`src/design/mdfe_pkg.sv`:
```
// Package for the MDIO management frame engine.
// Holds frame geometry, field codes and the transaction structs shared by all modules.
// Depends on nothing.
`timescale 1ns / 1ps

package mdfe_pkg;

    // Frame geometry.
    localparam int PREAMBLE_BITS = 32;
    localparam int HDR_BITS      = 14;
    localparam int DATA_BITS     = 16;
    localparam int POS_W         = 7;
    localparam int HDR_IDX_W     = 4;
    localparam int DATA_IDX_W    = 4;
    localparam int ADDR_W        = 5;

    typedef logic [POS_W-1:0]      pos_t;
    typedef logic [HDR_BITS-1:0]   hdr_t;
    typedef logic [DATA_BITS-1:0]  data_t;
    typedef logic [ADDR_W-1:0]     addr_t;

    // Period numbers inside a frame.
    localparam pos_t PRE_END = pos_t'(PREAMBLE_BITS);
    localparam pos_t HDR_END = pos_t'(PREAMBLE_BITS + HDR_BITS);
    localparam pos_t WR_LAST = pos_t'(PREAMBLE_BITS + HDR_BITS + 2 + DATA_BITS - 1);
    localparam pos_t RD_LAST = pos_t'(PREAMBLE_BITS + HDR_BITS + 1 + DATA_BITS + 3 - 1);
    localparam pos_t RD_DATA_LAST = pos_t'(PREAMBLE_BITS + HDR_BITS + DATA_BITS);

    // Field codes of the clause-22 header.
    localparam logic [1:0] START_CODE = 2'b01;
    localparam logic [1:0] OP_WRITE   = 2'b01;
    localparam logic [1:0] OP_READ    = 2'b10;

    // Configuration register indexes and reset values.
    localparam logic [0:0] CFG_INTERNAL_PHY = 1'b0;
    localparam logic [0:0] CFG_EXTERNAL_PHY = 1'b1;
    localparam addr_t INTERNAL_PHY_RESET = addr_t'(1);
    localparam addr_t EXTERNAL_PHY_RESET = addr_t'(0);

    // One input transaction.
    typedef struct packed {
        logic  start_req;
        logic  is_write;
        addr_t phy_addr;
        addr_t reg_addr;
        data_t write_data;
        logic  mdio_in_internal;
        logic  mdio_in_external;
    } req_t;

    // One result transaction.
    typedef struct packed {
        logic  mdio_out;
        logic  mdio_drive;
        logic  busy;
        logic  done;
        data_t read_data;
    } res_t;

endpackage

```
`src/design/mdfe_frame_core.sv`:
```
// Frame state and per-period bit logic of the MDIO management frame engine.
// Holds the configuration registers and produces one result per accepted transaction.
// Depends on mdfe_pkg.
`timescale 1ns / 1ps

module mdfe_frame_core (
    input  logic              clk,
    input  logic              rst_n,
    input  logic              cfg_we,
    input  logic [0:0]        cfg_index,
    input  mdfe_pkg::addr_t   cfg_wdata,
    input  logic              fire,
    input  mdfe_pkg::req_t    req,
    output mdfe_pkg::res_t    res
);
    import mdfe_pkg::*;

    addr_t internal_phy_reg;
    addr_t external_phy_reg;
    pos_t  position_reg;
    logic  active_reg;
    logic  is_write_reg;
    hdr_t  header_reg;
    data_t data_shift_reg;
    addr_t latched_phy_reg;
    data_t read_acc_reg;

    logic  start_now;
    pos_t  pos;
    logic  isw;
    hdr_t  hdr;
    data_t dsh;
    addr_t phy;
    pos_t  hdr_off;
    pos_t  tail_off;
    logic [HDR_IDX_W-1:0]  hdr_idx;
    logic [DATA_IDX_W-1:0] data_idx;
    logic  pin_bit;
    logic  sample;
    logic  last;

    pos_t  position_next;
    logic  active_next;
    data_t read_acc_next;

    // A request is taken only when no frame runs; the new frame starts in the same period.
    always_comb
    begin
        start_now = !active_reg && req.start_req;
        pos = start_now ? '0 : position_reg;
        isw = start_now ? req.is_write : is_write_reg;
        hdr = start_now ? {START_CODE, (req.is_write ? OP_WRITE : OP_READ),
                           req.phy_addr, req.reg_addr} : header_reg;
        dsh = start_now ? req.write_data : data_shift_reg;
        phy = start_now ? req.phy_addr : latched_phy_reg;
    end

    // Bit indexes into the header and the write data, MSB first.
    always_comb
    begin
        hdr_off  = pos - PRE_END;
        tail_off = pos - HDR_END;
        hdr_idx  = HDR_IDX_W'(HDR_BITS - 1) - hdr_off[HDR_IDX_W-1:0];
        data_idx = DATA_IDX_W'(DATA_BITS - 1) - (tail_off[DATA_IDX_W-1:0] - DATA_IDX_W'(2));
    end

    // The internal pin wins when both addresses match the latched PHY.
    always_comb
    begin
        if (phy == internal_phy_reg)
        begin
            pin_bit = req.mdio_in_internal;
        end
        else if (phy == external_phy_reg)
        begin
            pin_bit = req.mdio_in_external;
        end
        else
        begin
            pin_bit = 1'b0;
        end
    end

    // Output bit, drive enable and read sampling for this period.
    always_comb
    begin
        res.mdio_out   = 1'b0;
        res.mdio_drive = 1'b0;
        res.busy       = 1'b0;
        res.done       = 1'b0;
        sample         = 1'b0;
        last           = 1'b0;
        if (start_now || active_reg)
        begin
            res.busy = 1'b1;
            if (pos < PRE_END)
            begin
                res.mdio_drive = 1'b1;
                res.mdio_out   = 1'b1;
            end
            else if (pos < HDR_END)
            begin
                res.mdio_drive = 1'b1;
                res.mdio_out   = hdr[hdr_idx];
            end
            else if (isw)
            begin
                res.mdio_drive = 1'b1;
                if (tail_off == pos_t'(0))
                begin
                    res.mdio_out = 1'b1;
                end
                else if (tail_off == pos_t'(1))
                begin
                    res.mdio_out = 1'b0;
                end
                else
                begin
                    res.mdio_out = dsh[data_idx];
                end
            end
            else
            begin
                sample = (pos > HDR_END) && (pos <= RD_DATA_LAST);
            end
            last     = isw ? (pos >= WR_LAST) : (pos >= RD_LAST);
            res.done = last;
        end
        read_acc_next = sample ? {read_acc_reg[DATA_BITS-2:0], pin_bit} : read_acc_reg;
        res.read_data = read_acc_next;
    end

    // Next frame position and activity.
    always_comb
    begin
        if (start_now || active_reg)
        begin
            active_next   = !last;
            position_next = last ? '0 : pos + pos_t'(1);
        end
        else
        begin
            active_next   = 1'b0;
            position_next = '0;
        end
    end

    // Configuration registers.
    always_ff @(posedge clk or negedge rst_n)
    begin
        if (!rst_n)
        begin
            internal_phy_reg <= INTERNAL_PHY_RESET;
            external_phy_reg <= EXTERNAL_PHY_RESET;
        end
        else if (cfg_we)
        begin
            case (cfg_index)
                CFG_INTERNAL_PHY: internal_phy_reg <= cfg_wdata;
                CFG_EXTERNAL_PHY: external_phy_reg <= cfg_wdata;
                default:          internal_phy_reg <= internal_phy_reg;
            endcase
        end
    end

    // Frame state advances once per accepted transaction.
    always_ff @(posedge clk or negedge rst_n)
    begin
        if (!rst_n)
        begin
            position_reg    <= '0;
            active_reg      <= 1'b0;
            is_write_reg    <= 1'b0;
            header_reg      <= '0;
            data_shift_reg  <= '0;
            latched_phy_reg <= '0;
            read_acc_reg    <= '0;
        end
        else if (fire)
        begin
            position_reg    <= position_next;
            active_reg      <= active_next;
            is_write_reg    <= isw;
            header_reg      <= hdr;
            data_shift_reg  <= dsh;
            latched_phy_reg <= phy;
            read_acc_reg    <= read_acc_next;
        end
    end

    // An idle engine always sits at the start of a frame.
    assert property (@(posedge clk) disable iff (!rst_n)
        !active_reg |-> position_reg == '0)
        else $error("idle engine with nonzero frame position");

    // A running frame never passes its last period.
    assert property (@(posedge clk) disable iff (!rst_n)
        active_reg |-> position_reg <= RD_LAST)
        else $error("frame position beyond the longest frame");

    // The final period of a frame leaves the engine idle.
    assert property (@(posedge clk) disable iff (!rst_n)
        fire && res.done |=> !active_reg)
        else $error("engine still active after the final period");

    // Without a transaction the frame does not move.
    assert property (@(posedge clk) disable iff (!rst_n)
        !fire |=> $stable(position_reg) && $stable(read_acc_reg))
        else $error("frame state changed without a transaction");

endmodule

```
`src/design/mdfe_out_stage.sv`:
```
// Result register of the MDIO management frame engine.
// Holds one result transaction until the consumer takes it; depends on mdfe_pkg.
`timescale 1ns / 1ps

module mdfe_out_stage (
    input  logic            clk,
    input  logic            rst_n,
    input  logic            in_valid,
    output logic            in_ready,
    output logic            fire,
    input  mdfe_pkg::res_t  res,
    output logic            out_valid,
    input  logic            out_ready,
    output mdfe_pkg::res_t  out_res
);
    import mdfe_pkg::*;

    logic out_valid_reg;
    logic out_valid_next;
    res_t res_reg;

    // A new transaction is taken when the register is empty or drains this cycle.
    assign in_ready  = !out_valid_reg || out_ready;
    assign fire      = in_valid && in_ready;
    assign out_valid = out_valid_reg;
    assign out_res   = res_reg;

    always_comb
    begin
        if (fire)
        begin
            out_valid_next = 1'b1;
        end
        else if (out_ready)
        begin
            out_valid_next = 1'b0;
        end
        else
        begin
            out_valid_next = out_valid_reg;
        end
    end

    // Valid flag.
    always_ff @(posedge clk or negedge rst_n)
    begin
        if (!rst_n)
        begin
            out_valid_reg <= 1'b0;
        end
        else
        begin
            out_valid_reg <= out_valid_next;
        end
    end

    // Payload register.
    always_ff @(posedge clk)
    begin
        if (fire)
        begin
            res_reg <= res;
        end
    end

endmodule

```
`src/design/mdio_management_frame_engine_unit.sv`:
```
// Top level of the MDIO clause-22 management frame engine.
// Depends on mdfe_pkg, mdfe_frame_core and mdfe_out_stage.
`timescale 1ns / 1ps

// Each input transaction is one MDC bit period and yields exactly one result
// transaction in the registered output stage; a new transaction is accepted every cycle as long
// as the result register is empty or being drained, so throughput is one period
// per clock. A write frame lasts 64 periods and a read frame 66 periods (46
// driven header periods, one turnaround, 16 sampled data bits, 3 idle). A start
// request is honored only while no frame runs. The PHY address registers (index
// 0 internal, 1 external) should be written only while no frame is in progress.
module mdio_management_frame_engine_unit (
    input  logic                     clk,
    input  logic                     rst_n,
    input  logic                     cfg_we,
    input  logic [0:0]               cfg_index,
    input  logic [4:0]               cfg_wdata,
    input  logic                     in_valid,
    output logic                     in_ready,
    input  logic                     start_req,
    input  logic                     is_write,
    input  logic [4:0]               phy_addr,
    input  logic [4:0]               reg_addr,
    input  logic [15:0]              write_data,
    input  logic                     mdio_in_internal,
    input  logic                     mdio_in_external,
    output logic                     out_valid,
    input  logic                     out_ready,
    output logic                     mdio_out,
    output logic                     mdio_drive,
    output logic                     busy_res,
    output logic                     done_res,
    output logic [15:0]              read_data
);
    import mdfe_pkg::*;

    req_t req;
    res_t res;
    res_t out_res;
    logic fire;

    // Gather the input transaction.
    assign req.start_req        = start_req;
    assign req.is_write         = is_write;
    assign req.phy_addr         = phy_addr;
    assign req.reg_addr         = reg_addr;
    assign req.write_data       = write_data;
    assign req.mdio_in_internal = mdio_in_internal;
    assign req.mdio_in_external = mdio_in_external;

    mdfe_frame_core u_core (
        .clk       (clk),
        .rst_n     (rst_n),
        .cfg_we    (cfg_we),
        .cfg_index (cfg_index),
        .cfg_wdata (cfg_wdata),
        .fire      (fire),
        .req       (req),
        .res       (res)
    );

    mdfe_out_stage u_out (
        .clk       (clk),
        .rst_n     (rst_n),
        .in_valid  (in_valid),
        .in_ready  (in_ready),
        .fire      (fire),
        .res       (res),
        .out_valid (out_valid),
        .out_ready (out_ready),
        .out_res   (out_res)
    );

    // Spread the result transaction onto its ports.
    assign mdio_out   = out_res.mdio_out;
    assign mdio_drive = out_res.mdio_drive;
    assign busy_res   = out_res.busy;
    assign done_res   = out_res.done;
    assign read_data  = out_res.read_data;

endmodule
```
`config.mk`:
```
export PLATFORM = sky130hd
export DESIGN_NAME = mdio_management_frame_engine_unit
export DESIGN_NICKNAME = d
export VERILOG_FILES = /design/src/design/mdfe_pkg.sv /design/src/design/mdfe_frame_core.sv /design/src/design/mdfe_out_stage.sv /design/src/design/mdio_management_frame_engine_unit.sv
export SDC_FILE = /design/constraint.sdc
export NUM_CORES = 1
export LEC_CHECK = 0
export BUFFER_PORTS_ARGS = -buffer_cell sky130_fd_sc_hd__buf_2
export CORE_UTILIZATION = 60
export CTS_CLUSTER_DIAMETER = 30
export DETAILED_ROUTE_END_ITERATION = 10
export PLACE_DENSITY = 0.83
export SYNTH_ARGS = -nofsm -noshare
export SYNTH_HDL_FRONTEND = slang
export SYNTH_HIERARCHICAL = 1
export SYNTH_SLANG_ARGS = --single-unit
```
`constraint.sdc`:
```
create_clock -name clk -period 7.5 [get_ports clk]
set_clock_uncertainty 0.15 [all_clocks]
set_input_delay 0.375 -clock clk [delete_from_list [all_inputs] [get_ports clk]]
set_output_delay 0.375 -clock clk [all_outputs]
set_load 0.03 [all_outputs]
```
==> results of run 1 <==
## cell type report
| class | instances | share of cell area, % |
|---|---|---|
| Timing Repair Buffer | 63 | 6.392 |
| Clock buffer | 9 | 2.491 |
| Sequential cell | 91 | 47.84 |
| Inverter | 14 | 1.057 |
| Multi-Input combinational cell | 276 | 37.80 |
| Clock inverter | 7 | 2.013 |
| Tap cell | 96 | 2.416 |
## critical path, delay by kind of cell (launching register included)
| family | cells | cell delay [ns] |
|---|---|---|
| and+or+nand+nor | 5 | 2.34 |
| DFF | 1 | 0.55 |
| muxes | 1 | 0.42 |
## logic make-up (layout without fill, tap and decap cells)
kind of cell               Yosys count  after routing  synth area share, %
DFF                                 91             91                53.79
xor gates and xnor gates            10             10                1.981
adders and majority gates            4              4                1.132
and+or+nand+nor                    158            158                16.19
buffers and inverters               35             93                3.763
muxes                               57             57                16.24
AOI/OAI and AO/OA                   47             47                6.905
## layout by cell type (no fill, tap or decap), types with 4 or more instances in the layout
| master | n |
|---|---|
| nand3_1 | 5 |
| a31oi_1 | 4 |
| xor2_1 | 6 |
| mux4_2 | 5 |
| nor3_1 | 5 |
| nand2_1 | 105 |
| ha_1 | 4 |
| clkbuf_8 | 9 |
| mux2i_1 | 11 |
| a211oi_1 | 4 |
| o21ai_0 | 8 |
| nor2_1 | 9 |
| a21oi_1 | 13 |
| edfxtp_1 | 20 |
| inv_1 | 13 |
| dfrtp_1 | 70 |
| mux2_2 | 32 |
| xnor2_1 | 4 |
| nor2b_1 | 5 |
| o221ai_1 | 4 |
| mux2_4 | 9 |
| a21o_1 | 4 |
| buf_2 | 62 |
## power by group
group / switching (mW) / internal (mW)
Clock: 0.174 / 0.189
Sequential: 0.0922 / 0.582
Combinational: 0.151 / 0.137
Total: 0.417 / 0.909
## synth_stat cells, drive strengths merged
cell type / count
a211oi: 4
a21o: 4
a21oi: 13
a22oi: 1
a31oi: 4
and2: 3
and3: 3
and3b: 1
buf: 6
clkbuf: 15
clkinv: 1
dfrtp: 70
dfstp: 1
edfxtp: 20
ha: 4
inv: 13
mux2: 41
mux2i: 11
mux4: 5
nand2: 105
nand2b: 4
nand3: 6
nand4: 3
nand4b: 1
nor2: 10
nor2b: 5
nor3: 5
nor3b: 2
nor4: 3
nor4b: 2
o2111ai: 2
o211ai: 2
o21a: 1
o21ai: 8
o221ai: 4
o22ai: 1
o2bb2ai: 3
or2: 1
or3: 3
or4: 1
xnor2: 4
xor2: 6
## layer usage
metal | wire (um) | vias to the layer above | share of wire [%]
met5 | 0 | - | 0
met4 | 130 | 0 | 1.5
met3 | 303 | 15 | 3.5
met2 | 4328 | 79 | 51
met1 | 3803 | 1547 | 44
li1 | - | 1501 | -
## through the flow
stage,total power [mW],worst slack (ns)
2_1_floorplan,0.8859,5.019
3_3_place_gp,0.9555,4.130
3_5_place_dp,0.9676,4.013
4_1_cts,1.333,3.980
5_1_grt,1.402,3.703
6_report,1.326,3.930
## worst paths after layout
check	from	to	slack (ns)
min in group asynchronous	rst_n	u_core/data_shift_reg[4]	0.07
max in group asynchronous	rst_n	u_core/latched_phy_reg[4]	6.57
hold reg to reg	u_core/header_reg[12]	u_core/header_reg[12]	0.32
setup reg to reg	u_core/active_reg	u_core/read_acc_reg[3]	3.93
hold / removal	write_data[0]	u_core/data_shift_reg[0]	0.05
setup / recovery	u_core/active_reg	u_core/read_acc_reg[3]	3.93
==> impl_results.md, run 1 <==
- Status: finished, final reports clean
- Synth area leaders: dfrtp_1, edfxtp_1, nand2_1
- Initial antenna violation count: 0
- Ports: 63
- Share of cells above drive strength 1: 28.26%
- Reg2Reg Depth: 6
- Worst setup EP type: register
- # rows: 30
- Drt wl/cell: 15.41 um
- GR Util met2: 39.46%
- Layout area overhead: 12.45%
- NumNets Final: 500
- Clock tree sinks: 91
- Post-Syn Area: 0.004422 sq mm
- Post-Syn Area per Cell: 11.00 sq um
- Final hold vios: 0
- Largest net degree at the start of global routing: 72
- Fillers: 540
- CP Cell Sequence: nand2b_1 > nand3_2 > nor2_1 > or3_1 > or2_1 > mux2_2
- Area occupied by multi-input gates: 0.001879 sq mm
- Final hold slack: 0.05388 ns
- Post-Syn Nets: 447
- Max FO, Critical Path: 19
- First-pass DRT Iterations: 4
- Yosys top cell by area: dfrtp_1
- Met1 Use GR: 33.38%
- Post-Synthesis Cells: 402
- Initial Util: 63.68%
- Slew margin rel.: 24.21%
- Worst hold path type: primary input to register
- GRT overflow: 0
- Post-route ant nets: 0
- RSZ-0062 raised after global routing: no
- GP Congestion: 0.8319
- Max VDD drop: 141.0 uV
- Netlist cell types: 48
- Gr usage total: 24.36%
- Drt drc: 0
- Die footprint: 0.007717 sq mm
- Worst-Margin Slew: 1.134 ns
- Worst endpoint required time: 7.59 ns
- Clock-pin slew on the worst setup and hold paths: 0.09 ns
- ANT cells: 0
- Seq cells post-synth: 91
- Hold path depth: 3
- F_max: 280.1 MHz
- First DRT Iteration DRCs: 237
- Vias: 3142
- Vias in the first global route: 3066
- Pwr per Cell Area: 266.6 mW/mm^2
- CTS tree: yes
- Met3 Track Usage GR: 3.676%
- Bufs on Longest Clock Path: 2
- Max reg flops: 20
- Slowest CP cell: or2_1
- Drt via density: 5.651
- Routed wire length: 8.566 mm
- Synthesis Warnings: 6
- Sequential-to-total area share from yosys stat: 53.79%
- Non-Filler Instances: 556
- Fin crit period: 3.570 ns
- Global-route wire length before repair: 14.31 mm
- Leak pwr: 2.427 nW
- TritonCTS buffer count: 9
- WS Path Type: register to register
- Final setup violation count: 0
- Die W: 87.85 um
- Post-CTS setup buffers: 0
- IO Port Bufs: 62
- # placed instances: 540
- Max_cap viols: 0
- Final slew viol count: 0
- Max stage delay on crit path: 0.74 ns
- Crit path arrival time: 3.67 ns
- Final TNS setup: 0 ns
- Area occupied by registers: 0.002379 sq mm
- Post-CTS Resized: 0
- Core Footprint: 0.006944 sq mm
- Root buffer cell: clkbuf_8
- Tcrit/Tclk final: 47.61%
- Placed wire-length estimate: 5.670 mm
- Post-DP Area: 0.004748 sq mm
- Post-route cell area: 0.004972 sq mm
- Layout Utilization: 71.60%
- Chip height: 87.85 um
- Post-CTS Hold Buffers: 0
- CP Launch Type: register
- CTS H-tree depth: 3
- Busiest layer in global routing: met2
- Clk_lat worst skew: 0.35 ns
- Share of the synthesized area in the top cell type: 39.62%
(Power assumes the default switching activity.)
==> inputs of run 2 (changes only) <==
--- a/config.mk
+++ b/config.mk
@@ -6,10 +6,10 @@
 export NUM_CORES = 1
 export LEC_CHECK = 0
 export BUFFER_PORTS_ARGS = -buffer_cell sky130_fd_sc_hd__buf_2
-export CORE_UTILIZATION = 60
+export CORE_UTILIZATION = 52
 export CTS_CLUSTER_DIAMETER = 30
 export DETAILED_ROUTE_END_ITERATION = 10
-export PLACE_DENSITY = 0.83
+export PLACE_DENSITY = 0.76
 export SYNTH_ARGS = -nofsm -noshare
 export SYNTH_HDL_FRONTEND = slang
 export SYNTH_HIERARCHICAL = 1
==> constraint.sdc (replaced) <==
create_clock -name clk -period 2.9 [get_ports clk]
set_clock_uncertainty 0.15 [all_clocks]
set_input_delay 0.145 -clock clk [delete_from_list [all_inputs] [get_ports clk]]
set_output_delay 0.145 -clock clk [all_outputs]
set_load 0.03 [all_outputs]
==> run 2 against run 1 <==
  * Highest routed layer unchanged
  * Sequential power is 150% higher
  * Via count is 4.1% higher
  * Utilization is 5.4 points lower
  * Register-to-register slack worse by 3.7 ns
  * Total power grew to 2.7 times the previous value
  * Wire length is 7.6% higher
  * Count of clock-buffer cells in the layout stayed put
  * Global-route usage is 1.8 points lower
  * Die area is 15% higher
  * Maximum frequency is 32% higher
  * Non-clock buffer count is 48 higher
  * First-iteration DRC count is 35% lower
==> impl_results.md, run 2 (synthesized netlist as in run 1, its figures left out) <==
- Worst Setup EP: u_core/position_reg[4]
- TritonCTS buffer count: 9 (unchanged)
- R2r setup slk: 0.20 ns (-3.73 ns)
- Fillers: 643 (+19%)
- CTS tree: yes
- Drt via density: 5.338 (-5.5%)
- WP depth: 10 (+4)
- Worst path bufs/invs: 2 (+2)
- Vias: 3272 (+4.1%)
- Max reg flops: 20 (unchanged)
- Post-CTS Resized: 0 (unchanged)
- Routed wire length: 9.218 mm (+7.6%)
- CP Launch Type: register
- Core Footprint: 0.008217 sq mm (+18%)
- NumNets Final: 548 (+9.6%)
- Share of cells above drive strength 1: 27.76% (-0.50 points)
- Clk_lat worst skew: 0.37 ns (+0.02 ns)
- Post-route ant nets: 0 (unchanged)
- Setup Slack @ Placement: 0.2784 ns (-3.735 ns)
- Clock tree sinks: 91 (unchanged)
- Final setup violation count: 0 (unchanged)
- F_max: 370.7 MHz (+32%)
- RSZ-0062 raised after global routing: no
- Die footprint: 0.008876 sq mm (+15%)
- Drt drc: 0 (unchanged)
- Tcrit/Tclk final: 93.01% (+45 points)
- Met3 Track Usage GR: 3.479% (-0.20 points)
- Root buffer cell: clkbuf_8
- Gr usage total: 22.53% (-1.8 points)
- Max stage delay on crit path: 0.38 ns (-0.36 ns)
- Fin crit period: 2.697 ns (-0.8732 ns)
- Worst hold path type: primary input to register
- Placed wire-length estimate: 6.284 mm (+11%)
- First DRT Iteration DRCs: 153 (-35%)
- Worst-Margin Slew: 0.8667 ns (-0.2674 ns)
- Chip height: 94.22 um (+7.3%)
- Delay-heaviest family, CP: compound AO/OA/AOI/OAI gates
- RR Startpoint: u_core/active_reg
- Crit path arrival time: 2.81 ns (-0.86 ns)
- # rows: 33 (+10%)
- Final hold vios: 0 (unchanged)
- FF-to-FF End: u_core/position_reg[4]
- Initial Util: 53.81% (-9.9 points)
- IO Port Bufs: 62 (unchanged)
- GR Util met2: 35.93% (-3.5 points)
- CP Cell Sequence: nand2b_1 > and2_1 > inv_1 > ha_1 > nand2_1 > a31oi_1 > inv_1 > o21ai_0 > o21ai_0 > a21o_1
- Int Power: 2.355 mW (+160%)
- Met1 Use GR: 30.70% (-2.7 points)
- Most frequent cells in the layout: nand2_1, dfrtp_1, buf_2
- Clock share of power: 26.4% (-1.0 points)
- Worst endpoint required time: 3.01 ns (-4.58 ns)
- Max_cap viols: 0 (unchanged)
- Status: finished, final reports clean
- ANT cells: 0 (unchanged)
- Slowest CP cell: dfrtp_1
- Worst setup EP type: register
- Combinational power share: 25.9% (+4.2 points)
- Pwr per Cell Area: 647.7 mW/mm^2 (+140%)
- Final slew viol count: 0 (unchanged)
- Max VDD drop: 421.5 uV (+200%)
- Non-Filler Instances: 613 (+10%)
- GRT overflow: 0 (unchanged)
- WS Path Type: register to register
- CTS H-tree depth: 3 (unchanged)
- Post-CTS setup buffers: 0 (unchanged)
- Busiest layer in global routing: met2
- Ports: 63 (unchanged)
- Post-CTS Hold Buffers: 36 (+36)
- Commonest non-fill, non-tap cell in the layout: nand2_1
- Final hold slack: 0.08891 ns (+0.03503 ns)
- First-pass DRT Iterations: 4 (unchanged)
- Sw Share: 33.11% (+1.7 points)
- Flop pwr share: 47.7% (-3.2 points)
- Initial antenna violation count: 0 (unchanged)
- Leak pwr: 2.640 nW (+8.8%)
- Drt wl/cell: 15.04 um (-2.4%)
- Total power draw: 3.521 mW (+170%)
- Largest net degree at the start of global routing: 39 (-46%)
- Reg2Reg Depth: 10 (+4)
- GP Congestion: 0.8844 (+6.3%)
- Die W: 94.22 um (+7.3%)
- Critical path launch point: u_core/active_reg
- Max FO, Critical Path: 11 (-8)
- Vias in the first global route: 3223 (+5.1%)
- Slew margin rel.: 42.22% (+18 points)
- Setup slack after layout: 0.2027 ns (-3.727 ns)
- Bufs on Longest Clock Path: 2 (unchanged)
- Layout area overhead: 22.95%
- Net Sw Power: 1.166 mW (+180%)
- Global-route wire length before repair: 15.26 mm (+6.7%)
- Clock-pin slew on the worst setup and hold paths: 0.10 ns (about the same)
- # placed instances: 561 (+3.9%)
- Final TNS setup: 0 ns (unchanged)
## run 2: per-layer routing
metal	part of all wire (%)	vias up
li1	-	1601
met1	46	1584
met2	49	76
met3	4.1	11
met4	1.5	0
met5	0	-
## run 2: worst min path at each step
stage                                  to  startpoint  slack (ns)  depth (start not counted)
3_3_place_gp    u_core/data_shift_reg[11]       rst_n        0.12                          1
6_report       u_core/internal_phy_reg[2]   cfg_index        0.09                          3
5_1_grt        u_core/internal_phy_reg[0]   cfg_index        0.10                          3
4_1_cts                 u_out/out_res[18]   start_req        0.07                          3
3_5_place_dp    u_core/data_shift_reg[11]       rst_n        0.12                          1
2_1_floorplan           u_core/active_reg       rst_n       -0.30                          0
## run 2: through the flow
step | area (sq um) | utilization, %
after floorplan | 4422 | -
after global placement | 4860 | 59.14
after global routing | 5436 | 66.16
after detailed placement | 4860 | 59.14
after CTS | 5436 | 66.16
final | 5436 | 66.16
## run 2: power by group through the flow
| stage | clock, mW | sequential, mW | combinational (mW) |
|---|---|---|---|
| 6_report | 0.930 | 1.68 | 0.911 |
| 5_1_grt | 0.992 | 1.71 | 1.01 |
| 4_1_cts | 0.945 | 1.68 | 0.912 |
| 3_5_place_dp | 0 | 1.70 | 0.865 |
| 3_3_place_gp | 0 | 1.70 | 0.850 |
| 2_1_floorplan | 0 | 1.66 | 0.631 |
## run 2: worst reg2reg max path, delay by kind of cell (launching register included)
family	cells	cell delay, ns
DFF	1	0.38
and+or+nand+nor	3	0.69
buffers and inverters	2	0.18
adders and majority gates	1	0.29
AOI/OAI and AO/OA	4	0.89
## run 2: final cells by class
| cell class | count | area, sq um | area share [%] |
|---|---|---|---|
| clock buffer | 9 | 123.9 | 2.278 |
| clock inverter | 7 | 92.59 | 1.703 |
| inverter | 14 | 52.55 | 0.9666 |
| multi-input combinational | 276 | 1877 | 34.52 |
| sequential | 91 | 2379 | 43.75 |
| tap | 105 | 131.4 | 2.417 |
| timing repair buffer | 111 | 780.7 | 14.36 |
==> inputs of run 3 (changes only) <==
--- a/config.mk
+++ b/config.mk
@@ -6,10 +6,10 @@
 export NUM_CORES = 1
 export LEC_CHECK = 0
 export BUFFER_PORTS_ARGS = -buffer_cell sky130_fd_sc_hd__buf_2
-export CORE_UTILIZATION = 52
+export CORE_UTILIZATION = 35
 export CTS_CLUSTER_DIAMETER = 30
 export DETAILED_ROUTE_END_ITERATION = 10
-export PLACE_DENSITY = 0.76
+export HOLD_SLACK_MARGIN = 0.03
 export SYNTH_ARGS = -nofsm -noshare
 export SYNTH_HDL_FRONTEND = slang
 export SYNTH_HIERARCHICAL = 1
==> run 3 against run 2 <==
  * Combinational power is 1% lower
  * Register-to-register slack about the same
  * Via count about the same
  * Cell area grew 3.2%
  * Global-route usage down 6.6 points
  * Critical path depth is the same
  * Critical endpoint is now u_core/position_reg[6]
==> impl_results.md, run 3 (synthesized netlist as in run 1, its figures left out) <==
- Worst endpoint required time: 2.99 ns (-0.02 ns)
- R2r setup slk: 0.21 ns (about the same)
- Pwr per Cell Area: 677.8 mW/mm^2 (+4.7%)
- GRT overflow: 0 (unchanged)
- Worst setup EP type: register
- Drt via density: 4.830 (-9.5%)
- Die W: 114.4 um (+21%)
- Crit path arrival time: 2.78 ns (-0.03 ns)
- Tcrit/Tclk final: 92.70% (-0.31 points)
- Largest net degree at the start of global routing: 37 (-5.1%)
- Die footprint: 0.01309 sq mm (+47%)
- CTS tree: yes
- Drt drc: 0 (unchanged)
- First DRT Iteration DRCs: 188 (+23%)
- Gr usage total: 15.91% (-6.6 points)
- Vias: 3270 (-0.061%)
- CP Launch Type: register
- Leak pwr: 2.690 nW (+1.9%)
- Critical hold path startpoint: start_req
- Root buffer cell: clkbuf_16
- Core Footprint: 0.01216 sq mm (+48%)
- Bufs on Longest Clock Path: 2 (unchanged)
- Final hold vios: 0 (unchanged)
- Initial antenna violation count: 0 (unchanged)
- CP Cell Sequence: nand2b_1 > and2_1 > inv_1 > ha_1 > nand2_1 > a31oi_1 > inv_1 > o211ai_1 > a21oi_1 > a21o_1
- Final slew viol count: 0 (unchanged)
- Status: finished, final reports clean
- Clk_lat worst skew: 0.35 ns (-0.02 ns)
- Final TNS setup: 0 ns (unchanged)
- Most frequent cells in the layout: nand2_1, dfrtp_1, buf_2
- Final setup violation count: 0 (unchanged)
- Routed wire length: 9.593 mm (+4.1%)
- Worst path bufs/invs: 2 (unchanged)
- WS Path Type: register to register
- Delay-heaviest family, CP: compound AO/OA/AOI/OAI gates
- Clock-pin slew on the worst setup and hold paths: 0.06 ns (-0.04 ns)
- Commonest non-fill, non-tap cell in the layout: nand2_1
- IO Port Bufs: 62 (unchanged)
- Ports: 63 (unchanged)
- Hold path depth: 3 (unchanged)
- ANT cells: 0 (unchanged)
- Worst hold path type: primary input to register
- RSZ-0062 raised after global routing: no
- Share of cells above drive strength 1: 27.90% (+0.14 points)
- Fin crit period: 2.688 ns (-0.008850 ns)
- Placed wire-length estimate: 6.463 mm (+2.8%)
- NumNets Final: 549 (+0.18%)
- Post-route cell area: 0.005610 sq mm (+3.2%)
- Max_cap viols: 0 (unchanged)
- FF-to-FF End: u_core/position_reg[6]
- Post-route ant nets: 0 (unchanged)
- Clock tree sinks: 91 (unchanged)
- Drt wl/cell: 14.17 um (-5.8%)
- Max stage delay on crit path: 0.43 ns (+0.05 ns)
- Reg2Reg Depth: 10 (unchanged)
- GP Congestion: 0.8515 (-3.7%)
- # rows: 40 (+21%)
- CTS H-tree depth: 3 (unchanged)
- Max reg flops: 20 (unchanged)
- Post-CTS setup buffers: 0 (unchanged)
- Chip height: 114.4 um (+21%)
- WHS Endpoint: u_out/out_res[18]
- Global-route wire length before repair: 15.89 mm (+4.1%)
- First-pass DRT Iterations: 4 (unchanged)
- Post-DP Area: 0.004936 sq mm (+1.6%)
- Vias in the first global route: 3220 (-0.093%)
- Max VDD drop: 479.5 uV (+14%)
- Fillers: 1155 (+80%)
- Slowest CP cell: o211ai_1
- Initial Util: 36.36% (-17 points)
- RR Startpoint: u_core/active_reg
- Max FO, Critical Path: 12 (+1)
- Cell mode on critical path: inv_1
- F_max: 372.0 MHz (+0.33%)
- Worst-Margin Slew: 0.8786 ns (+0.01182 ns)
- Slew margin rel.: 41.43% (-0.79 points)
- Layout area overhead: 26.88%
- TritonCTS buffer count: 9 (unchanged)
-- run 3: changes by cell type in the layout (fill, tap and decap cells not counted), moves of 2 or more --
| cell | delta |
|---|---|
| inv_8 | -2 |
| clkbuf_16 | +9 |
| buf_4 | +2 |
| clkbuf_8 | -6 |
-- run 3: worst max path at each step --
stage	slack, ns	to	depth (start not counted)	start
final	0.21	u_core/position_reg[6]	10	u_core/active_reg
after global routing	0.05	u_core/position_reg[5]	10	u_core/active_reg
after CTS	0.21	u_core/position_reg[4]	10	u_core/active_reg
after detailed placement	0.23	u_core/position_reg[4]	10	u_core/active_reg
after global placement	0.27	u_core/position_reg[5]	10	u_core/active_reg
after floorplan	0.42	u_core/position_reg[4]	12	u_core/active_reg
-- run 3: stage by stage --
stage,hold WS (ns),utilization (%),total power [mW],worst slack [ns],std cells
CTS,0.03976,46.13,3.849,0.2114,677
global placement,-0.09097,40.59,2.562,0.2678,625
floorplan,-0.3006,-,2.291,0.4186,402
detailed placement,-0.09370,40.59,2.571,0.2332,625
finish,0.05862,46.13,3.803,0.2116,677
global route,0.08324,46.13,4.024,0.05431,677
-- run 3: layout make-up --
cell class                 count  area [sq um]  share of cell area, %
sequential                    91          2379                  42.40
multi-input combinational    276          1879                  33.50
timing repair buffer         112         775.7                  13.83
clock buffer                  13         270.3                  4.817
tap                          168         210.2                  3.747
inverter                      14         52.55                 0.9367
clock inverter                 3         43.79                 0.7806
-- run 3: what timing repair did --
action | in CTS | in global routing
endpoints found under the hold margin | 117 | 0
endpoints found under the setup margin | 0 | 2
gates resized for setup | 0 | 1
hold buffers | 36 | 0
-- run 3: per-layer routing --
| layer | GRT usage [%] | wire [um] | vias up |
|---|---|---|---|
| li1 | - | - | 1599 |
| met1 | 20.77 | 4440 | 1576 |
| met2 | 24.81 | 4551 | 84 |
| met3 | 5.453 | 490 | 11 |
| met4 | 5.195 | 110 | 0 |
| met5 | 0 | 0 | - |
-- run 3: where the power goes --
group / switching [mW] / total [mW] / internal (mW)
registers: 0.179 / 1.69 / 1.51
clock network: 0.475 / 1.21 / 0.739
logic: 0.469 / 0.899 / 0.431
total: 1.12 / 3.80 / 2.68
-- run 3: worst reg2reg max path, cell delays in order, from the launching register on --
cell and delay, ns:
dfrtp_1 0.38, nand2b_1 0.34, and2_1 0.30, inv_1 0.09, ha_1 0.27, nand2_1 0.08, a31oi_1 0.18, inv_1 0.10
o211ai_1 0.43, a21oi_1 0.09, a21o_1 0.17
